--- src/rtl/fblfk_pkg.sv ---
package fblfk_pkg;

  localparam int ANGLE_BITS    = 16;
  localparam int CORDIC_STAGES = 16;
  localparam int ATAN_LEN      = 24;
  localparam int ANG_SHIFT     = 32 - ANGLE_BITS;
  localparam logic [31:0] ANG_MASK = 32'hFFFF_FFFF << ANG_SHIFT;

  localparam int LEN_W = 14;
  localparam int ROT_W = 33;
  localparam int RZ_W  = 34;
  localparam int VIN_W = 36;
  localparam int VEC_W = 38;
  localparam int POS_W = 34;
  localparam int DIF_W = 36;
  localparam int C_W   = 64;
  localparam int NRM_W = 31;
  localparam int SQ_W  = 62;
  localparam int LP_W  = 68;

  localparam logic signed [ROT_W-1:0] INV_GAIN = 33'sd652032874;
  localparam logic signed [RZ_W-1:0]  HALF_TURN = 34'sh0_8000_0000;
  localparam logic signed [RZ_W-1:0]  QUARTER_TURN = 34'sh0_4000_0000;

  localparam logic [2:0] REG_UPPER_A   = 3'd0;
  localparam logic [2:0] REG_LOWER_A   = 3'd1;
  localparam logic [2:0] REG_LOWER_B   = 3'd2;
  localparam logic [2:0] REG_UPPER_B   = 3'd3;
  localparam logic [2:0] REG_SPACING   = 3'd4;

  localparam logic [LEN_W-1:0] RST_UPPER_A = 14'd1500;
  localparam logic [LEN_W-1:0] RST_LOWER_A = 14'd2500;
  localparam logic [LEN_W-1:0] RST_LOWER_B = 14'd2500;
  localparam logic [LEN_W-1:0] RST_UPPER_B = 14'd1500;
  localparam logic [LEN_W-1:0] RST_SPACING = 14'd1000;

  localparam logic [31:0] ATAN_TAB [ATAN_LEN] = '{
    32'h20000000, 32'h12E4051E, 32'h09FB385B, 32'h051111D4, 32'h028B0D43,
    32'h0145D7E1, 32'h00A2F61E, 32'h00517C55, 32'h0028BE53, 32'h00145F2F,
    32'h000A2F98, 32'h000517CC, 32'h00028BE6, 32'h000145F3, 32'h0000A2FA,
    32'h0000517D, 32'h000028BE, 32'h0000145F, 32'h00000A30, 32'h00000518,
    32'h0000028C, 32'h00000146, 32'h000000A3, 32'h00000051
  };

  typedef struct packed {
    logic signed [POS_W-1:0] xb;
    logic signed [POS_W-1:0] yb;
    logic signed [POS_W-1:0] xd;
    logic signed [POS_W-1:0] yd;
    logic                    unreach;
  } geo_t;

  typedef struct packed {
    logic signed [C_W-1:0] a;
    logic signed [C_W-1:0] b;
    logic signed [C_W-1:0] c;
  } wide_t;

  typedef struct packed {
    logic signed [NRM_W-1:0] an;
    logic signed [NRM_W-1:0] bn;
    logic signed [NRM_W-1:0] cn;
  } nrm_t;

  typedef struct packed {
    logic signed [POS_W-1:0] wx;
    logic signed [POS_W-1:0] wy;
    logic                    unreach;
  } whl_t;

  function automatic logic [31:0] atan_step(input int i);
    logic [32:0] t;
    t = {1'b0, ATAN_TAB[i]} + (33'd1 << (ANG_SHIFT - 1));
    t = (t >> ANG_SHIFT) << ANG_SHIFT;
    return t[31:0];
  endfunction

  function automatic logic [15:0] pos_sat(input logic signed [POS_W-1:0] q);
    logic signed [POS_W-1:0] v;
    v = (q + 34'sd32768) >>> 16;
    if (v > 34'sd32767) return 16'h7FFF;
    else if (v < -34'sd32768) return 16'h8000;
    else return v[15:0];
  endfunction

  function automatic logic [15:0] ang_round(input logic [31:0] a);
    logic [31:0] t;
    t = a + 32'h0000_8000;
    return t[31:16];
  endfunction

endpackage

--- src/rtl/fblfk_sqrt.sv ---
module fblfk_sqrt import fblfk_pkg::*; (
  input  logic        clk,
  input  logic        en,
  input  logic [63:0] d_i,
  output logic [31:0] root_o
);

  logic [63:0] v_r [32];
  logic [63:0] r_r [32];

  genvar g;
  for (g = 0; g < 32; g++) begin : g_stage
    localparam logic [63:0] BIT = 64'd1 << (62 - 2 * g);
    logic [63:0] vi;
    logic [63:0] ri;
    logic [63:0] tr;
    if (g == 0) begin : g_first
      assign vi = d_i;
      assign ri = '0;
    end else begin : g_rest
      assign vi = v_r[g-1];
      assign ri = r_r[g-1];
    end
    assign tr = ri + BIT;
    always_ff @(posedge clk) begin
      if (en) begin
        if (vi >= tr) begin
          v_r[g] <= vi - tr;
          r_r[g] <= (ri >> 1) + BIT;
        end else begin
          v_r[g] <= vi;
          r_r[g] <= ri >> 1;
        end
      end
    end
  end

  assign root_o = r_r[31][31:0];

endmodule

--- config.mk ---
export PLATFORM = sky130hd
export DESIGN_NAME = fblfk_sqrt
export DESIGN_NICKNAME = d
export VERILOG_FILES = /design/src/rtl/fblfk_pkg.sv /design/src/rtl/fblfk_sqrt.sv
export SDC_FILE = /design/constraint.sdc
export NUM_CORES = 2
export LEC_CHECK = 0
export BUFFER_PORTS_ARGS = -buffer_cell sky130_fd_sc_hd__buf_2
export CAP_MARGIN = 20
export CORE_ASPECT_RATIO = 1.5
export CORE_MARGIN = 3
export CORE_UTILIZATION = 69
export DETAILED_ROUTE_END_ITERATION = 10
export PLACE_DENSITY_LB_ADDON = 0.15
export SYNTH_ARGS = -nofsm -noshare
export SYNTH_HDL_FRONTEND = slang
export SYNTH_SLANG_ARGS = --single-unit
--- constraint.sdc ---
create_clock -name clk -period 15 [get_ports clk]
set_input_delay 3 -clock clk [delete_from_list [all_inputs] [get_ports clk]]
set_output_delay 3 -clock clk [all_outputs]
set_load 0.1 [all_outputs]
## Yosys cells after proc, flatten, opt, wreduce, memory -nomap -nowiden

Memory sizes are Yosys's and may differ from the RTL's.
Index checks and enable logic that the tools add are counted.

| storage, ports and cells | value |
|---|---|
| memories kept | 2 |
| flip-flop bits (word level) | 0 |
| input bits | 66 |
| word-level logic and storage cells | 448 |
| output and inout port bits | 32 |
| RAM bits | 4096 |

| cells by class | value |
|---|---|
| muxes and demuxes | 256 |
| $lt $le $gt $ge | 32 |
| add/subtract/negate cells | 94 |
| bitwise operators | 64 |

Memories:

| name | depth | width | rd ports | clocked after memory_dff | wr ports | RTL line | text |
|---|---|---|---|---|---|---|---|
| r_r | 32 | 64 | 32 | 0 | 32 | fblfk_sqrt.sv:9 | `logic [63:0] r_r [32];` |
| v_r | 32 | 64 | 31 | 0 | 32 | fblfk_sqrt.sv:8 | `logic [63:0] v_r [32];` |

Operators with widths:

| kind | number |
|---|---|
| $mux 64 | 64 |
| $ge 64x64->1 | 31 |
| $sub 64x64->64 | 31 |
| $mux 1 | 192 |
| $add 63x1->64 const B | 1 |
| $add 63x11->64 const B | 1 |
| $add 63x13->64 const B | 1 |
| $add 63x15->64 const B | 1 |
| $add 63x17->64 const B | 1 |
| $add 63x19->64 const B | 1 |
| $add 63x21->64 const B | 1 |
| $add 63x23->64 const B | 1 |
| $add 63x25->64 const B | 1 |
| $add 63x27->64 const B | 1 |
| $add 63x29->64 const B | 1 |
| $add 63x3->64 const B | 1 |
| $add 63x31->64 const B | 1 |
| $add 63x33->64 const B | 1 |
| $add 63x35->64 const B | 1 |
| $add 63x37->64 const B | 1 |
| $add 63x39->64 const B | 1 |
| $add 63x41->64 const B | 1 |
| $add 63x43->64 const B | 1 |
| $add 63x45->64 const B | 1 |
| other kinds (45) | 108 |

## Depth between registers and ports, before layout

An unclocked memory read counts as a cell.

| depth | value |
|---|---|
| word-level depth | 7 |
| depth in mapped cells | 15 |
| mapped depth without buffers | 13 |

## Least setup slack after synthesis

OpenSTA, ideal clock, no wires.

| path | value |
|---|---|
| kind | input-to-reg |
| start | input en |
| end | memory r_r[28][6], in the netlist r_r[1][774] (enable) |
| stages | 4 |
| arrival | 6.381 ns |
| slack | 8.134 ns |
| required time | 14.515 ns |
| setup time | 0.485 ns |
| path buffers | 4 |
| cells stage by stage | clkbuf_1 > clkbuf_1 > clkbuf_1 > clkbuf_1 |

RTL lines:

| item | RTL line | text |
|---|---|---|
| start: declaration | fblfk_sqrt.sv:3 | `input logic en,` |
| end: declaration | fblfk_sqrt.sv:9 |  |

==> impl_metrics.py <==
metrics = {
    "power": {
        "peakVddDrop_mv": 0.1368,
        "cellPowerDensity_mw_per_mm2": 149.5,
        "p_sw_share_pct": 30.37,
        "p_clk_share_pct": 29.4,
        "p_sw_uw": 5947,
        "sequentialPowerShare_pct": 49.7,
        "intPower_uw": 13640,
        "p_leak_uw": 0.04923,
        "combinationalPowerShare_pct": 20.9,
    },
    "global_routing": {
        "grt_usage_pct": 34.97,
        "grt_pass1_vias": 78140,
        "antenna_found_initial": 7,
        "grt_max_degree": 194,
        "grt_pass1_wl_mm": 470.7,
        "globalRouteOverflowTotal": 0,
    },
    "clock_network": {
        "clockBufferDepth": 3,
        "cts_tree": "done",
        "root_buffer": "clkbuf_16",
        "cts_resized": 0,
        "post-cts-setup-buffer-count": 0,
        "cts_buffers": 215,
        "worstSkewPairLatency_ps": 900,
        "cts_num_sinks": 2512,
        "cts_hold_buf": 0,
        "clock_tree.htree_level_count": 4,
        "clk_pin_slew_worst_paths_ps": 70,
    },
    "floorplan": {
        "core_mm2": 0.1731,
        "ios": 98,
        "dieHeight_um": 517.6,
        "initial_utilization_pct": 69.54,
        "rows": 187,
        "dieArea_mm2": 0.1797,
        "fp.dieW_um": 347.1,
    },
    "route": {
        "routed_wl_mm": 318.2,
        "maxUsedRoutingLayer": "met5",
        "dr.pass1.iters": 7,
        "routed-via-count": 79810,
        "drt_iter0_markers": 8418,
        "wl_met3_mm": 21.36,
        "drtAntennaViolNets": 0,
        "wl_met2_mm": 165.1,
        "routedWlPerCell_um": 26.00,
        "drcViolationCount": 0,
        "met1_length_mm": 107.2,
        "viasPerCell": 6.521,
    },
    "logic_synthesis": {
        "yosys_most_used_dff": "edfxtp_1",
        "synth.distinct_cells": 96,
        "async_flop_share_pct": 0,
        "synthTopCellsByCount": "2512 x edfxtp_1, 701 x inv_1, 695 x nand2_1",
        "yosys_warnings": 0,
        "synth_edf_count": 2512,
        "synth_area_leaders": "edfxtp_1 63%, ha_1 5.8%, xor2_1 3.4%, xnor2_1 3.0%, o21ai_0 2.2%",
        "yosysTopAreaCell": "edfxtp_1",
        "avgSynthCellArea_um2": 12.53,
        "syn_inst": 9611,
        "synth.most_common_cell": "edfxtp_1",
        "syn_area_mm2": 0.1204,
        "synthDominantCellAreaShare_pct": 62.65,
        "syn-num-nets": 10240,
        "ys_seq_area_share_pct": 62.65,
        "ys_seq_elements": 2512,
    },
    "finish": {
        "syn_to_final_growth_pct": 8.768,
        "fillerInstances": 10720,
        "nNetsFinal": 10410,
        "register_area_mm2": 0.07543,
        "multi_input_area_mm2": 0.04158,
        "drive_above_1_share_pct": 6.663,
    },
    "timing": {
        "finClkSkew_ps": 73.40,
        "rsz0062_at_grt": "false",
        "fin_crit_sh_pct": 44.81,
        "tightestPinTransition_ps": 1188,
        "whs_ps": 423.3,
        "fin_crit_ps": 6721,
        "max-slew-margin-rel_pct": 20.77,
        "setup_tns_ps": 0,
        "fmax_mhz": 148.8,
        "setup_violations": 0,
        "hold_viol": 0,
        "drv_slew": 0,
    },
    "worst_setup_path": {
        "worstSetupEndpointType": "flip-flop",
        "cp-startpoint": "en",
        "crit_arrival_ps": 7280,
        "setup.worst_path.class": "in2reg",
        "cp.required_ps": 15560,
        "cp_max_fo": 75,
        "rr_startpoint": "v_r[1][593]$_DFFE_PP_",
        "start_kind": "input port",
    },
    "placement": {
        "gp_congestion": 1.004,
        "portBuffers": 97,
        "hpwl_mm": 237.1,
    },
    "min_path": {
        "hold_path_startpoint": "r_r[1][852]$_DFFE_PP_",
        "hold_path.class": "reg2reg",
    },
    "outcome": {
        "status": "finished, final reports clean",
    },
    "flow_run": {
        "maxCapViolations": 0,
    },
}
## through the flow
| stage | power [µW] | util, % | instances | setup slack, ps | cell area, µm² |
|---|---|---|---|---|---|
| finish | 19580 | 75.64 | 12240 | 8279 | 131000 |
| global route | 20350 | 75.63 | 12230 | 8079 | 130900 |
| CTS | 19560 | 75.56 | 12230 | 8210 | 130800 |
| detailed placement | 13840 | 71.34 | 11830 | 7213 | 123500 |
| global placement | 13730 | 71.34 | 11830 | 7340 | 123500 |
| floorplan | 12490 | - | 9611 | 8134 | 120400 |
## layer usage
metal | GRT usage (%) | vias to the layer above
met1 | 39.05 | 38770
li1 | - | 36260
met3 | 5.295 | 1033
met4 | 22.34 | 6
met2 | 62.39 | 3743
met5 | 0 | -
## cell families (layout without fill, tap and decap cells)
group	count (synthesis)	after routing	synth area share, %
compound gates	1849	1849	9.555
xor+xnor	878	878	6.387
fa+ha+maj	558	558	5.799
buf+inv	917	1271	2.880
flops	2512	2512	62.65
mux	65	65	0.5954
other cells	0	6	0
simple gates	2832	2832	12.14
## worst max-delay path, cell delays in order
cell and delay [ps]:
buf_12 280, buf_4 530, buf_4 780, buf_4 720, buf_4 870, buf_4 500, buf_16 360
## power groups by stage
stage	Combinational, µW	Clock, µW	Sequential (µW)
floorplan	3050	0	9440
global placement	3900	0	9840
detailed placement	4000	0	9850
CTS	4040	5810	9720
global route	4500	6070	9780
finish	4090	5760	9740
## layout make-up
| cell class | instances | area share (%) |
|---|---|---|
| clock buffers | 239 | 4.209 |
| inverters | 703 | 2.015 |
| well taps | 2268 | 2.167 |
| diodes | 6 | 0.01146 |
| clock inverters | 162 | 1.380 |
| repair buffers | 167 | 0.8675 |
| flip-flops and latches | 2512 | 57.60 |
| multi-input cells | 6182 | 31.75 |
## final timing paths
check	end	slack, ps	depth (start not counted)
setup reg to reg	v_r[1][691]$_DFFE_PP_	9810	12
hold / removal	r_r[1][915]$_DFFE_PP_	420	0
hold reg to reg	r_r[1][915]$_DFFE_PP_	420	0
setup / recovery	v_r[0][64]$_DFFE_PP_	8280	7
## sequential cells by signal (all words and copies together), names as in the netlist
register	flops
v_r	1984
r_r	528
## layout by cell type (no fill, tap or decap), types with 45 or more instances in the layout
| cell type | synthesis | final |
|---|---|---|
| inv_1 | 701 | 700 |
| nand2b_1 | 112 | 112 |
| edfxtp_1 | 2512 | 2512 |
| nor3_1 | 257 | 257 |
| nor2_1 | 556 | 555 |
| a21o_1 | 242 | 242 |
| o21bai_1 | 52 | 52 |
| nor4_1 | 359 | 357 |
| buf_4 | 0 | 59 |
| or3_1 | 118 | 118 |
| o31ai_1 | 49 | 49 |
| xnor2_1 | 410 | 410 |
| a21oi_1 | 532 | 532 |
| nand2_1 | 695 | 695 |
| buf_2 | 14 | 99 |
| nor2b_1 | 64 | 64 |
| o21ai_0 | 537 | 535 |
| a211oi_1 | 49 | 48 |
| and3_1 | 45 | 45 |
| clkbuf_16 | 0 | 217 |
| o21a_1 | 100 | 100 |
| xor2_1 | 468 | 468 |
| nand4_1 | 142 | 142 |
| a31oi_1 | 46 | 46 |
| or4_1 | 59 | 59 |
| ha_1 | 558 | 558 |
| nand3_1 | 165 | 165 |
| mux2_2 | 53 | 53 |
Power figures use the tool's default switching activity.
