--- src/rtl/fblfk_pkg.sv ---
package fblfk_pkg;

  localparam int ANGLE_BITS    = 16;
  localparam int CORDIC_STAGES = 16;
  localparam int ATAN_LEN      = 24;
  localparam int ANG_SHIFT     = 32 - ANGLE_BITS;
  localparam logic [31:0] ANG_MASK = 32'hFFFF_FFFF << ANG_SHIFT;

  localparam int LEN_W = 14;
  localparam int ROT_W = 33;
  localparam int RZ_W  = 34;
  localparam int VIN_W = 36;
  localparam int VEC_W = 38;
  localparam int POS_W = 34;
  localparam int DIF_W = 36;
  localparam int C_W   = 64;
  localparam int NRM_W = 31;
  localparam int SQ_W  = 62;
  localparam int LP_W  = 68;

  localparam logic signed [ROT_W-1:0] INV_GAIN = 33'sd652032874;
  localparam logic signed [RZ_W-1:0]  HALF_TURN = 34'sh0_8000_0000;
  localparam logic signed [RZ_W-1:0]  QUARTER_TURN = 34'sh0_4000_0000;

  localparam logic [2:0] REG_UPPER_A   = 3'd0;
  localparam logic [2:0] REG_LOWER_A   = 3'd1;
  localparam logic [2:0] REG_LOWER_B   = 3'd2;
  localparam logic [2:0] REG_UPPER_B   = 3'd3;
  localparam logic [2:0] REG_SPACING   = 3'd4;

  localparam logic [LEN_W-1:0] RST_UPPER_A = 14'd1500;
  localparam logic [LEN_W-1:0] RST_LOWER_A = 14'd2500;
  localparam logic [LEN_W-1:0] RST_LOWER_B = 14'd2500;
  localparam logic [LEN_W-1:0] RST_UPPER_B = 14'd1500;
  localparam logic [LEN_W-1:0] RST_SPACING = 14'd1000;

  localparam logic [31:0] ATAN_TAB [ATAN_LEN] = '{
    32'h20000000, 32'h12E4051E, 32'h09FB385B, 32'h051111D4, 32'h028B0D43,
    32'h0145D7E1, 32'h00A2F61E, 32'h00517C55, 32'h0028BE53, 32'h00145F2F,
    32'h000A2F98, 32'h000517CC, 32'h00028BE6, 32'h000145F3, 32'h0000A2FA,
    32'h0000517D, 32'h000028BE, 32'h0000145F, 32'h00000A30, 32'h00000518,
    32'h0000028C, 32'h00000146, 32'h000000A3, 32'h00000051
  };

  typedef struct packed {
    logic signed [POS_W-1:0] xb;
    logic signed [POS_W-1:0] yb;
    logic signed [POS_W-1:0] xd;
    logic signed [POS_W-1:0] yd;
    logic                    unreach;
  } geo_t;

  typedef struct packed {
    logic signed [C_W-1:0] a;
    logic signed [C_W-1:0] b;
    logic signed [C_W-1:0] c;
  } wide_t;

  typedef struct packed {
    logic signed [NRM_W-1:0] an;
    logic signed [NRM_W-1:0] bn;
    logic signed [NRM_W-1:0] cn;
  } nrm_t;

  typedef struct packed {
    logic signed [POS_W-1:0] wx;
    logic signed [POS_W-1:0] wy;
    logic                    unreach;
  } whl_t;

  function automatic logic [31:0] atan_step(input int i);
    logic [32:0] t;
    t = {1'b0, ATAN_TAB[i]} + (33'd1 << (ANG_SHIFT - 1));
    t = (t >> ANG_SHIFT) << ANG_SHIFT;
    return t[31:0];
  endfunction

  function automatic logic [15:0] pos_sat(input logic signed [POS_W-1:0] q);
    logic signed [POS_W-1:0] v;
    v = (q + 34'sd32768) >>> 16;
    if (v > 34'sd32767) return 16'h7FFF;
    else if (v < -34'sd32768) return 16'h8000;
    else return v[15:0];
  endfunction

  function automatic logic [15:0] ang_round(input logic [31:0] a);
    logic [31:0] t;
    t = a + 32'h0000_8000;
    return t[31:16];
  endfunction

endpackage

--- src/rtl/fblfk_rot.sv ---
module fblfk_rot import fblfk_pkg::*; (
  input  logic                    clk,
  input  logic                    en,
  input  logic [31:0]             ang,
  output logic signed [ROT_W-1:0] cos_o,
  output logic signed [ROT_W-1:0] sin_o
);

  logic signed [ROT_W-1:0] x_r [CORDIC_STAGES];
  logic signed [ROT_W-1:0] y_r [CORDIC_STAGES];
  logic signed [RZ_W-1:0]  z_r [CORDIC_STAGES];
  logic signed [ROT_W-1:0] x0;
  logic signed [RZ_W-1:0]  z0;

  always_comb begin
    z0 = $signed({{2{ang[31]}}, ang});
    x0 = INV_GAIN;
    if (z0 > QUARTER_TURN) begin
      z0 = z0 - HALF_TURN;
      x0 = -INV_GAIN;
    end else if (z0 < -QUARTER_TURN) begin
      z0 = z0 + HALF_TURN;
      x0 = -INV_GAIN;
    end
  end

  genvar g;
  for (g = 0; g < CORDIC_STAGES; g++) begin : g_stage
    logic signed [ROT_W-1:0] xi;
    logic signed [ROT_W-1:0] yi;
    logic signed [RZ_W-1:0]  zi;
    logic signed [RZ_W-1:0]  st;
    if (g == 0) begin : g_first
      assign xi = x0;
      assign yi = '0;
      assign zi = z0;
    end else begin : g_rest
      assign xi = x_r[g-1];
      assign yi = y_r[g-1];
      assign zi = z_r[g-1];
    end
    assign st = $signed({2'b00, atan_step(g)});
    always_ff @(posedge clk) begin
      if (en) begin
        if (zi >= 0) begin
          x_r[g] <= xi - (yi >>> g);
          y_r[g] <= yi + (xi >>> g);
          z_r[g] <= zi - st;
        end else begin
          x_r[g] <= xi + (yi >>> g);
          y_r[g] <= yi - (xi >>> g);
          z_r[g] <= zi + st;
        end
      end
    end
  end

  assign cos_o = x_r[CORDIC_STAGES-1];
  assign sin_o = y_r[CORDIC_STAGES-1];

endmodule

--- config.mk ---
export PLATFORM = sky130hd
export DESIGN_NAME = fblfk_rot
export DESIGN_NICKNAME = d
export VERILOG_FILES = /design/src/rtl/fblfk_pkg.sv /design/src/rtl/fblfk_rot.sv
export SDC_FILE = /design/constraint.sdc
export NUM_CORES = 2
export LEC_CHECK = 0
export BUFFER_PORTS_ARGS = -buffer_cell sky130_fd_sc_hd__clkbuf_2
export CORE_MARGIN = 2
export CORE_UTILIZATION = 55
export CTS_BUF_LIST = sky130_fd_sc_hd__clkbuf_4
export CTS_CLUSTER_SIZE = 8
export DETAILED_ROUTE_END_ITERATION = 8
export GPL_TIMING_DRIVEN = 0
export HOLD_SLACK_MARGIN = 0.1
export PLACE_DENSITY_LB_ADDON = 0.05
export SLEW_MARGIN = 20
export SYNTH_ARGS = -nofsm -noshare
export SYNTH_HDL_FRONTEND = slang
export SYNTH_SLANG_ARGS = --single-unit
export TNS_END_PERCENT = 10
--- constraint.sdc ---
create_clock -name clk -period 4.3 [get_ports clk]
set_input_delay 0.43 -clock clk [delete_from_list [all_inputs] [get_ports clk]]
set_output_delay 0.43 -clock clk [all_outputs]
set_load 0.05 [all_outputs]
## After elaboration in Yosys (flattened, before gate mapping)

Memories as Yosys holds them, arrays and structs flattened.
Index checks and enable logic that the tools add are counted.

- Register bits after elaboration: 0
- Memory bits (writable): 1600
- Memories: 3
- Input port bits: 34

Memory list:

| name | words | width | read ports | clocked after Yosys merged registers in | write ports | line | text |
|---|---|---|---|---|---|---|---|
| z_r | 16 | 34 | 15 | 0 | 16 | fblfk_rot.sv:11 | `logic signed [RZ_W-1:0] z_r [CORDIC_STAGES];` |
| x_r | 16 | 33 | 16 | 0 | 16 | fblfk_rot.sv:9 | `logic signed [ROT_W-1:0] x_r [CORDIC_STAGES];` |
| y_r | 16 | 33 | 16 | 0 | 16 | fblfk_rot.sv:10 | `logic signed [ROT_W-1:0] y_r [CORDIC_STAGES];` |

- Multiplexer cells: 148
- Add/subtract/negate cells: 93
- Order comparisons: 18
- Bitwise operators: 48

Operators by type and width:

| kind | number |
|---|---|
| 2-to-1 mux 33 bit | 34 |
| 2-to-1 mux 34 bit | 18 |
| >= comparator 34 x 1 -> 1 bit (second input constant) | 16 |
| 2-to-1 mux 1 bit | 96 |
| adder 34 x 18 -> 34 bit (second input constant) | 2 |
| subtractor 34 x 18 -> 34 bit (second input constant) | 2 |
| adder 33 x 18 -> 33 bit | 2 |
| adder 33 x 19 -> 33 bit | 2 |
| adder 33 x 20 -> 33 bit | 2 |
| adder 33 x 21 -> 33 bit | 2 |
| adder 33 x 22 -> 33 bit | 2 |
| adder 33 x 23 -> 33 bit | 2 |
| adder 33 x 24 -> 33 bit | 2 |
| adder 33 x 25 -> 33 bit | 2 |
| adder 33 x 26 -> 33 bit | 2 |
| adder 33 x 27 -> 33 bit | 2 |
| adder 33 x 28 -> 33 bit | 2 |
| adder 33 x 29 -> 33 bit | 2 |
| adder 33 x 30 -> 33 bit | 2 |
| adder 33 x 31 -> 33 bit | 2 |
| adder 33 x 32 -> 33 bit | 2 |
| subtractor 33 x 18 -> 33 bit | 2 |
| subtractor 33 x 19 -> 33 bit | 2 |
| subtractor 33 x 20 -> 33 bit | 2 |
| 44 further kinds | 103 |

## Longest topological paths before layout

- Depth after elaboration: 8
- Depth in mapped cells: 21

## Worst setup path before layout

Ideal clock, no wire load.

- Kind: register -> register
- Start point: memory x_r[6][9], in the netlist x_r[0][207]
- End point: memory y_r[7][30], in the netlist y_r[0][261], data pin
- Arrival: 4.473 ns
- Period minus slack after synthesis: 4.730 ns
- Stages on the path, launching flop included: 17
- Slack: -0.430 ns
- Required time: 4.042 ns
- Path through: edfxtp_1 > or4_1 > or3_1 > or4_1 > o41ai_1 > xor2_1 > ha_1 > a21o_1 > a21o_1 > a21o_1 > a211o_1 > a31oi_1 > o22ai_1 > a2111oi_0 > o21bai_1 > a21oi_1 > xnor2_1

RTL lines:

| what | line |
|---|---|
| start, declared | fblfk_rot.sv:9 |
| end, declared | fblfk_rot.sv:10 |

==> impl_metrics.json <==
{
  "crit_required_ps": 5410,
  "ys_seq_area_frac": 0.352,
  "synth_compound_area_frac": 0.199,
  "synth_edf_count": 1245,
  "grt_first_pass_wirelength_um": 486000,
  "synth.distinct_cells": 111,
  "maxSlewViolCount": 0,
  "cp-start-kind": "flip-flop",
  "finalSetupViolCount": 139,
  "status": "complete, but fails checks",
  "worst_clock_skew_ps": 104,
  "vias": 90131,
  "multiInputGateArea_mm2": 0.0709,
  "ant_nets": 0,
  "regArea_mm2": 0.0374,
  "drcViolationCount": 0,
  "synth_xor_area_frac": 0.135,
  "layout_common_cells": "edfxtp_1 (1245), ha_1 (1090), a21oi_1 (1070)",
  "clock-sinks": 1245,
  "synth_adder_area_share": 0.143,
  "arrival_ps": 6000,
  "grt_overflow": 0,
  "grt_pass1_vias": 87094,
  "routabilityCongestion": 0.956,
  "h-tree-depth": 5,
  "synth_seq_cells": 1245,
  "fill_cells": 16014,
  "drive_gt1_frac": 0.166,
  "syn-num-nets": 12391,
  "cts_buffers": 363,
  "rows": 161,
  "synth.avg_cell_area_um2": 9.52,
  "yosys.area_share.simple": 0.134,
  "die_x_um": 444,
  "root_buffer": "clkbuf_4",
  "drt_iter0_drc": 6497,
  "clk_latency_ps": 1420,
  "viasPerCell": 6.05,
  "syn_inst": 11166,
  "netlist_area_mm2": 0.106,
  "port_buffers": 99,
  "synthToLayoutAreaGrowth_pct": 16.5,
  "final_common_cell": "edfxtp_1",
  "core_area_mm2": 0.192,
  "die_h_um": 444,
  "start_util": 0.553,
  "min_period_ps": 4890,
  "violations": "setup timing",
  "antenna_found_initial": 13,
  "async_flop_share": 0,
  "path_class": "reg -> reg",
  "fmax_mhz": 205,
  "routedWlPerCell_um": 21.4,
  "hold_slack_ps": 227,
  "grtUsageTotal": 0.312,
  "cts_tree": "built",
  "rsz0062_at_grt": "yes",
  "drt-total-wl_um": 318000,
  "dpl.hpwl_um": 246000,
  "worstMarginPinSlew_ps": 1190,
  "grt_max_degree": 61,
  "synth_warnings": 0,
  "final_util": 0.644,
  "hold_viol": 0,
  "synthMuxAreaShare": 0.0115,
  "path_cells": "or4_4, or3_4, or2_4, buf_4, o41ai_4, xor2_1, ha_1, a21o_1, a21oi_4, o21a_1, a311oi_4, o41ai_4, o21bai_2, buf_4, a21oi_4, o21ai_1, xor2_2",
  "cts_buffer_depth": 4,
  "fp.dieArea_mm2": 0.197,
  "io_pins": 100,
  "crit_fanout": 4,
  "cp_slowest_cell": "or4_4",
  "synth_top_family_by_area": "compound AO/OA/AOI/OAI gates",
  "drv_cap": 0,
  "synthFlopType": "edfxtp_1",
  "end_kind": "flip-flop",
  "worst_slack_ps": -587,
  "cts.clk_slew.worst_paths_ps": 60,
  "relSlewSlack": 0.199,
  "drtPass1Iterations": 5,
  "fin_nets": 13337,
  "hp-class": "in -> reg",
  "final.period_utilization": 1.14,
  "crit_path_max_incr_delay_ps": 540
}
==> critical path, delay by kind of cell, from the launching register on <==
kind / cells / cell delay [ps]
xor gates and xnor gates: 2 / 630
DFF: 1 / 420
buffers and inverters: 2 / 310
AOI/OAI and AO/OA: 9 / 1800
and+or+nand+nor: 3 / 1180
adders and majority gates: 1 / 300
==> per-layer routing <==
layer,wire (um),part of all wire,GRT usage
met5,13,0.000041,0
met4,16500,0.052,0.154
met2,153000,0.48,0.529
met1,131000,0.41,0.389
met3,18100,0.057,0.0448
==> kinds of logic after synthesis <==
family / Yosys count
AOI/OAI and AO/OA: 3346
xor gates and xnor gates: 1631
adders and majority gates: 1191
buffers and inverters: 731
DFF: 1245
muxes: 114
and+or+nand+nor: 2908
==> final timing paths <==
kind,start,end,slack [ps],cells after the start
setup / recovery,x_r[0][246],y_r[1][27],-590,17
hold / removal,en,z_r[1][17],230,4
setup reg to reg,x_r[0][246],y_r[1][27],-590,17
hold reg to reg,z_r[1][50],z_r[1][84],410,0
==> stage by stage <==
stage,cell area [um2],setup slack [ps],setup TNS (ps),std cells
floorplan,106000,-184,-2520,11166
global placement,110000,-4110,-5046690,13791
detailed placement,111000,-3100,-1126470,13811
CTS,120000,-453,-16340,14682
global route,124000,-630,-59980,14894
finish,124000,-587,-17140,14895
==> cell usage after synthesis (97+ instances only) <==
| master | count | area (um2) |
|---|---|---|
| a21o_1 | 448 | 3360 |
| nand3_1 | 181 | 906 |
| edfxtp_1 | 1245 | 37400 |
| nand2_1 | 620 | 2330 |
| a31oi_1 | 97 | 607 |
| o21bai_1 | 141 | 1060 |
| xor2_1 | 534 | 4680 |
| o21a_1 | 167 | 1250 |
| nand2b_1 | 163 | 1020 |
| xnor2_1 | 1093 | 9570 |
| a21oi_1 | 1157 | 5790 |
| nor2_1 | 903 | 3390 |
| o21ai_0 | 608 | 3040 |
| nor3_1 | 267 | 1340 |
| o31ai_1 | 147 | 1100 |
| clkbuf_1 | 189 | 709 |
| inv_1 | 505 | 1900 |
| ha_1 | 1149 | 14400 |
| nor2b_1 | 187 | 1170 |
==> timing repair <==
action,in CTS,in global routing
setup buffers,239,211
hold buffers,42,1
resized for setup,678,434
pin swaps,227,207
gates cloned,0,1
endpoints found under the hold margin,22,1
endpoints found under the setup margin,584,345
==> sequential cells by signal (all words and copies together), names as in the netlist <==
register	cells
x_r	496
y_r	496
z_r	253
==> final cells by class <==
type,instances,area share
Multi-Input combinational cell,9190,0.572
Clock inverter,111,0.00605
Timing Repair Buffer,612,0.0399
Inverter,513,0.0158
Buffer,187,0.00844
Antenna cell,12,0.000242
Clock buffer,499,0.0302
Sequential cell,1245,0.302
Tap cell,2526,0.0255
Power is left out: the tool's default activity adds up to more than one toggle a clock period on the data nets, which glitch-free logic cannot reach.
