--- src/rtl/fblfk_pkg.sv ---
package fblfk_pkg;

  localparam int ANGLE_BITS    = 16;
  localparam int CORDIC_STAGES = 16;
  localparam int ATAN_LEN      = 24;
  localparam int ANG_SHIFT     = 32 - ANGLE_BITS;
  localparam logic [31:0] ANG_MASK = 32'hFFFF_FFFF << ANG_SHIFT;

  localparam int LEN_W = 14;
  localparam int ROT_W = 33;
  localparam int RZ_W  = 34;
  localparam int VIN_W = 36;
  localparam int VEC_W = 38;
  localparam int POS_W = 34;
  localparam int DIF_W = 36;
  localparam int C_W   = 64;
  localparam int NRM_W = 31;
  localparam int SQ_W  = 62;
  localparam int LP_W  = 68;

  localparam logic signed [ROT_W-1:0] INV_GAIN = 33'sd652032874;
  localparam logic signed [RZ_W-1:0]  HALF_TURN = 34'sh0_8000_0000;
  localparam logic signed [RZ_W-1:0]  QUARTER_TURN = 34'sh0_4000_0000;

  localparam logic [2:0] REG_UPPER_A   = 3'd0;
  localparam logic [2:0] REG_LOWER_A   = 3'd1;
  localparam logic [2:0] REG_LOWER_B   = 3'd2;
  localparam logic [2:0] REG_UPPER_B   = 3'd3;
  localparam logic [2:0] REG_SPACING   = 3'd4;

  localparam logic [LEN_W-1:0] RST_UPPER_A = 14'd1500;
  localparam logic [LEN_W-1:0] RST_LOWER_A = 14'd2500;
  localparam logic [LEN_W-1:0] RST_LOWER_B = 14'd2500;
  localparam logic [LEN_W-1:0] RST_UPPER_B = 14'd1500;
  localparam logic [LEN_W-1:0] RST_SPACING = 14'd1000;

  localparam logic [31:0] ATAN_TAB [ATAN_LEN] = '{
    32'h20000000, 32'h12E4051E, 32'h09FB385B, 32'h051111D4, 32'h028B0D43,
    32'h0145D7E1, 32'h00A2F61E, 32'h00517C55, 32'h0028BE53, 32'h00145F2F,
    32'h000A2F98, 32'h000517CC, 32'h00028BE6, 32'h000145F3, 32'h0000A2FA,
    32'h0000517D, 32'h000028BE, 32'h0000145F, 32'h00000A30, 32'h00000518,
    32'h0000028C, 32'h00000146, 32'h000000A3, 32'h00000051
  };

  typedef struct packed {
    logic signed [POS_W-1:0] xb;
    logic signed [POS_W-1:0] yb;
    logic signed [POS_W-1:0] xd;
    logic signed [POS_W-1:0] yd;
    logic                    unreach;
  } geo_t;

  typedef struct packed {
    logic signed [C_W-1:0] a;
    logic signed [C_W-1:0] b;
    logic signed [C_W-1:0] c;
  } wide_t;

  typedef struct packed {
    logic signed [NRM_W-1:0] an;
    logic signed [NRM_W-1:0] bn;
    logic signed [NRM_W-1:0] cn;
  } nrm_t;

  typedef struct packed {
    logic signed [POS_W-1:0] wx;
    logic signed [POS_W-1:0] wy;
    logic                    unreach;
  } whl_t;

  function automatic logic [31:0] atan_step(input int i);
    logic [32:0] t;
    t = {1'b0, ATAN_TAB[i]} + (33'd1 << (ANG_SHIFT - 1));
    t = (t >> ANG_SHIFT) << ANG_SHIFT;
    return t[31:0];
  endfunction

  function automatic logic [15:0] pos_sat(input logic signed [POS_W-1:0] q);
    logic signed [POS_W-1:0] v;
    v = (q + 34'sd32768) >>> 16;
    if (v > 34'sd32767) return 16'h7FFF;
    else if (v < -34'sd32768) return 16'h8000;
    else return v[15:0];
  endfunction

  function automatic logic [15:0] ang_round(input logic [31:0] a);
    logic [31:0] t;
    t = a + 32'h0000_8000;
    return t[31:16];
  endfunction

endpackage

--- src/rtl/fblfk_vec.sv ---
module fblfk_vec import fblfk_pkg::*; (
  input  logic                    clk,
  input  logic                    en,
  input  logic signed [VIN_W-1:0] x_i,
  input  logic signed [VIN_W-1:0] y_i,
  output logic [31:0]             ang_o,
  output logic signed [VEC_W-1:0] mag_o
);

  logic signed [VEC_W-1:0] x_r [CORDIC_STAGES];
  logic signed [VEC_W-1:0] y_r [CORDIC_STAGES];
  logic signed [RZ_W-1:0]  z_r [CORDIC_STAGES];
  logic                    zf_r [CORDIC_STAGES];
  logic signed [VEC_W-1:0] x0;
  logic signed [VEC_W-1:0] y0;
  logic signed [RZ_W-1:0]  z0;
  logic                    zf0;

  always_comb begin
    x0  = VEC_W'(x_i);
    y0  = VEC_W'(y_i);
    z0  = '0;
    zf0 = (x_i == '0) && (y_i == '0);
    if (x_i < 0) begin
      x0 = -x0;
      y0 = -y0;
      z0 = HALF_TURN;
    end
  end

  genvar g;
  for (g = 0; g < CORDIC_STAGES; g++) begin : g_stage
    logic signed [VEC_W-1:0] xi;
    logic signed [VEC_W-1:0] yi;
    logic signed [RZ_W-1:0]  zi;
    logic                    zfi;
    logic signed [RZ_W-1:0]  st;
    if (g == 0) begin : g_first
      assign xi  = x0;
      assign yi  = y0;
      assign zi  = z0;
      assign zfi = zf0;
    end else begin : g_rest
      assign xi  = x_r[g-1];
      assign yi  = y_r[g-1];
      assign zi  = z_r[g-1];
      assign zfi = zf_r[g-1];
    end
    assign st = $signed({2'b00, atan_step(g)});
    always_ff @(posedge clk) begin
      if (en) begin
        zf_r[g] <= zfi;
        if (yi < 0) begin
          x_r[g] <= xi - (yi >>> g);
          y_r[g] <= yi + (xi >>> g);
          z_r[g] <= zi - st;
        end else begin
          x_r[g] <= xi + (yi >>> g);
          y_r[g] <= yi - (xi >>> g);
          z_r[g] <= zi + st;
        end
      end
    end
  end

  assign ang_o = zf_r[CORDIC_STAGES-1] ? 32'h0 : z_r[CORDIC_STAGES-1][31:0];
  assign mag_o = zf_r[CORDIC_STAGES-1] ? '0 : x_r[CORDIC_STAGES-1];

endmodule

--- config.mk ---
export PLATFORM = sky130hd
export DESIGN_NAME = fblfk_vec
export DESIGN_NICKNAME = d
export VERILOG_FILES = /design/src/rtl/fblfk_pkg.sv /design/src/rtl/fblfk_vec.sv
export SDC_FILE = /design/constraint.sdc
export NUM_CORES = 2
export LEC_CHECK = 0
export BUFFER_PORTS_ARGS = -buffer_cell sky130_fd_sc_hd__buf_4
export CAP_MARGIN = 20
export CELL_PAD_IN_SITES_DETAIL_PLACEMENT = 1
export CELL_PAD_IN_SITES_GLOBAL_PLACEMENT = 1
export CORE_MARGIN = 4
export CORE_UTILIZATION = 56
export DETAILED_ROUTE_END_ITERATION = 16
export PLACE_DENSITY = 0.86
export SYNTH_ARGS = -nofsm -noshare
export SYNTH_HDL_FRONTEND = slang
export SYNTH_SLANG_ARGS = --single-unit
--- constraint.sdc ---
create_clock -name clk -period 10.7 [get_ports clk]
set_clock_uncertainty 0.1 [all_clocks]
set_input_delay 3.21 -clock clk [delete_from_list [all_inputs] [get_ports clk]]
set_output_delay 3.21 -clock clk [all_outputs]
set_load 0.005 [all_outputs]
# After elaboration in Yosys (flattened, before gate mapping)
# Memory sizes are Yosys's and may differ from the RTL's.
# Cells that the tools add are included.
[word_totals]
mem_count = 4
out_inout_bits = 70
in_bits = 74
ram_bits = 1776
regBits = 0
elab_cells = 318
[classes]
n_mux = 151
n_reduce_logical = 3
bitwise_logic = 48
n_lt_le_gt_ge = 17
addsub = 95
[memory_table]
columns = ["memory", "words", "word_bits", "rd", "rd_clocked_by_memory_dff", "write_ports", "line_no", "rtl"]
rows = [
  ["x_r", 16, 38, 16, 0, 16, "fblfk_vec.sv:10", "logic signed [VEC_W-1:0] x_r [CORDIC_STAGES];"],
  ["y_r", 16, 38, 15, 0, 16, "fblfk_vec.sv:11", "logic signed [VEC_W-1:0] y_r [CORDIC_STAGES];"],
  ["z_r", 16, 34, 16, 0, 16, "fblfk_vec.sv:12", "logic signed [RZ_W-1:0] z_r [CORDIC_STAGES];"],
  ["zf_r", 16, 1, 16, 0, 16, "fblfk_vec.sv:13", "logic zf_r [CORDIC_STAGES];"],
]
[ops]
columns = ["op", "n"]
rows = [
  ["38-bit 2-to-1 mux", 35],
  ["38-bit by 1-bit less-than comparator with 1-bit output (second input constant)", 16],
  ["34-bit 2-to-1 mux", 16],
  ["1-bit 2-to-1 mux", 98],
  ["38-bit by 23-bit adder with 38-bit output", 2],
  ["38-bit by 24-bit adder with 38-bit output", 2],
  ["38-bit by 25-bit adder with 38-bit output", 2],
  ["38-bit by 26-bit adder with 38-bit output", 2],
  ["38-bit by 27-bit adder with 38-bit output", 2],
  ["38-bit by 28-bit adder with 38-bit output", 2],
  ["38-bit by 29-bit adder with 38-bit output", 2],
  ["38-bit by 30-bit adder with 38-bit output", 2],
  ["38-bit by 31-bit adder with 38-bit output", 2],
  ["38-bit by 32-bit adder with 38-bit output", 2],
  ["38-bit by 33-bit adder with 38-bit output", 2],
  ["38-bit by 34-bit adder with 38-bit output", 2],
  ["38-bit by 35-bit adder with 38-bit output", 2],
  ["38-bit by 36-bit adder with 38-bit output", 2],
  ["38-bit by 37-bit adder with 38-bit output", 2],
  ["36-bit negation with 38-bit output", 2],
  ["38-bit by 23-bit subtractor with 38-bit output", 2],
  ["38-bit by 24-bit subtractor with 38-bit output", 2],
  ["38-bit by 25-bit subtractor with 38-bit output", 2],
  ["38-bit by 26-bit subtractor with 38-bit output", 2],
  ["other kinds (46)", 109],
]

# Longest topological paths before layout
[logic_depth]
ltp_word = 7
mapped_depth = 24
ltp_nobuf = 23

# Worst setup path after synthesis
# Ideal clock, no wire load.
[synth_timing]
kind = "input to register"
startpoint = "input port en"
endpoint = "memory x_r[8][37], in the netlist x_r[1][37] (data pin)"
arrival_ps = 7983
t_required_ps = 10340
slack_ps = 2357
stages = 21
setup_time_ps = 260
n_path_buf = 5
path_cell_list = "clkbuf_1 > clkbuf_1 > clkbuf_1 > nand2_1 > inv_1 > clkbuf_1 > buf_1 > nor2_1 > xor2_1 > ha_1 > o21ai_0 > o21ai_0 > a2111oi_0 > o31ai_1 > a41o_1 > a41oi_1 > o211a_1 > or4b_2 > a21oi_1 > o22ai_1 > xnor2_1"
[synth_lines]
columns = ["item", "line_no", "rtl"]
rows = [
  ["start: declaration", "fblfk_vec.sv:3", "input logic en,"],
  ["end: declaration", "fblfk_vec.sv:10", ""],
]

==> impl_metrics.csv <==
group,metric,value,unit
detailed_routing,drtIter0Drc,9150,
layout,area_growth,7.56,%
layout,final_nets,15300,
layout,drive_above_1_share,4.32,%
clocking,cts_hold_buf,0,
floorplan,pin_count,144,
global_route,grt_pass1_vias,116000,
worst_hold_path,hp-start,"zf_r[0][1]$_DFFE_PP_",
synth,synth-seq-cells,1393,
clocking,clk_pin_slew_worst_paths,0.06,ns
placed_design,dp_hpwl,335000,µm
timing,rsz0062_at_grt,"no",
timing,fmax,116,MHz
global_route,grt_max_degree,108,
floorplan,coreArea,0.227,mm²
clocking,h-tree-depth,4,
global_route,antenna_found_initial,17,
synth,seq_area_frac_synth,32.7,%
synth,synth_edf_count,1393,
worst_setup_path,endpoint_kind,"flop",
worst_setup_path,required,11.22,ns
global_route,grt_first_pass_wirelength,675000,µm
floorplan,dieWidth,486,µm
timing,tightest_slew,1.15,ns
floorplan,die-area,0.236,mm²
clocking,cts_max_path_buffers,3,
worst_setup_path,ff2ff_setup_slack,4.29,ns
synth,syn_avg_cell_area,9.27,µm²
timing,slew_headroom,22.5,%
synth,yosysUniqueCellTypes,91,
synth,yosys-top-cells-area,"edfxtp_1 33%, ha_1 14%, xnor2_1 9.2%",
floorplan,start_util,56.2,%
synth,async_reset_ff_share,0,%
synth,synth_ff_type,"edfxtp_1",
worst_setup_path,reg2reg_from,"y_r[1][126]$_DFFE_PP_",
layout,finish.utilization,60.5,%
floorplan,rows,175,
floorplan,fp.dieH,486,µm
worst_setup_path,crit_arrival,9.13,ns
detailed_routing,drc_errors,0,
detailed_routing,postRouteAntennaNets,0,
clocking,worstSkewPairLatency,0.86,ns
timing,finalSetupViolCount,0,
clocking,cts_buffers,165,
worst_hold_path,min_to,"zf_r[0][2]$_DFFE_PP_",
clocking,post_cts_resized,0,
synth,synth.largest_area_cell,"edfxtp_1",
detailed_routing,avgRoutedWirePerCell,25.6,µm
synth,synth_top_area_share,32.7,%
worst_setup_path,startpoint_type,"input port",
timing,report.final.hold_viol_count,0,
timing,drv_slew,0,
detailed_routing,num_vias,111000,
synth,ys_warn_count,0,
detailed_routing,via_per_inst,6.53,
worst_setup_path,critPathLaunch,"en",
global_route,grt_overflow,0,
clocking,post_cts_buffers,0,
placed_design,gp_congestion,0.958,
worst_setup_path,worstReg2RegEnd,"x_r[1][187]$_DFFE_PP_",
worst_setup_path,rr_worst_depth,20,
worst_hold_path,min_path_cells,0,
worst_setup_path,cp_max_fo,107,
worst_setup_path,crit_type,"in -> reg",
detailed_routing,drt-total-wl,434000,µm
clocking,tritoncts,"done",
timing,fin_tns_setup,0,ns
timing,fin_crit_sh,80.4,%
worst_hold_path,hold_class,"reg -> reg",
flow_run,drv_cap,0,
detailed_routing,dr.pass1.iters,7,
placed_design,io_buffers,126,
global_route,grt_use_total,35.6,%
clocking,clock-sinks,1393,
synth,netlist_area,0.128,mm²
clocking,root_buffer,"clkbuf_16",
synth,synthCells,13800,
timing,period_minus_slack,8.61,ns
status,outcome,"finished clean",
==> cells in the final DEF, fill, tap and decap left out, types with 166 or more instances in the layout <==
cell,netlist,final
a21o_1,678,678
a21oi_1,1417,1417
buf_4,20,192
clkbuf_16,0,166
edfxtp_1,1393,1393
ha_1,1395,1395
inv_1,572,572
nand2_1,701,701
nand2b_1,240,237
nand3_1,219,219
nor2_1,1054,1054
nor2b_1,241,240
nor3_1,331,331
o21a_1,176,176
o21ai_0,756,756
o21bai_1,199,199
xnor2_1,1344,1344
xor2_1,722,722
==> layer usage <==
metal	GRT usage (%)	routed length (µm)
met1	45.5	181000
met2	60.9	209000
met3	5.75	27500
met4	13.0	17000
met5	0	12
==> state kept, by name, indices dropped and copies added (netlist names) <==
register,count
x_r,608
y_r,554
z_r,215
zf_r,16
==> how the worst max path moves through the flow <==
stage / to / slack [ns] / depth (start not counted)
3_5_place_dp: x_r[0][35]$_DFFE_PP_ / 1.36 / 20
5_1_grt: x_r[0][37]$_DFFE_PP_ / 1.84 / 20
3_3_place_gp: x_r[0][37]$_DFFE_PP_ / 1.40 / 20
2_1_floorplan: x_r[1][37]$_DFFE_PP_ / 2.36 / 21
4_1_cts: x_r[1][301]$_DFFE_PP_ / 2.18 / 15
6_report: x_r[1][303]$_DFFE_PP_ / 2.09 / 16
==> layout make-up <==
type                            count  area (µm²)
Clock inverter                    120        1400
Inverter                          592        2220
Timing Repair Buffer              199        1570
Fill cell                       25700       89800
Tap cell                         3009        3760
Sequential cell                  1393       41800
Antenna cell                        5        12.5
Clock buffer                      186        4230
Multi-Input combinational cell  11500       82400
==> critical path, cell delays in order <==
cell,delay [ns]
buf_16,0.35
buf_12,0.50
nand2b_1,0.31
o21ai_0,0.59
ha_1,0.33
a211o_1,0.17
a21oi_1,0.12
o21ai_0,0.29
a21oi_1,0.20
o21ai_0,0.59
a31oi_1,0.36
o31ai_1,0.62
a21oi_1,0.24
o31ai_1,0.70
nand4_1,0.17
and3_1,0.18
==> cells by family after synthesis <==
logic type                 synth area share [%]
AOI/OAI and AO/OA                          21.3
xor gates and xnor gates                   14.2
and+or+nand+nor                            13.9
muxes                                     0.757
buffers and inverters                      2.84
other                                   0.00588
DFF                                        32.7
adders and majority gates                  14.3
==> synth_stat cells (106+ instances only) <==
cell type and instances:
o21ai_0 756, nor2_1 1054, and3_1 115, xor2_1 722
a211oi_1 119, ha_1 1395, o21bai_1 199, a31oi_1 106
edfxtp_1 1393, nor2b_1 241, inv_1 572, nor3_1 331
a21o_1 678, a21oi_1 1417, o31ai_1 162, nand2_1 701
clkbuf_1 275, xnor2_1 1344, nor4_1 118, nand4_1 116
nand3_1 219, or3_1 121, o21a_1 176, nand2b_1 240
==> per-stage QoR <==
stage | worst slack [ns] | cells | hold slack, ns | instance area [µm²]
final | 2.09 | 17000 | 0.279 | 137000
after global routing | 1.84 | 17000 | 0.280 | 137000
after CTS | 2.18 | 17000 | 0.277 | 137000
after detailed placement | 1.36 | 16700 | 0.306 | 132000
after global placement | 1.40 | 16700 | 0.302 | 132000
after floorplan | 2.36 | 13800 | 0.300 | 128000
Power is left out: the tool's default activity adds up to more than one toggle a clock period on the data nets, which glitch-free logic cannot reach.
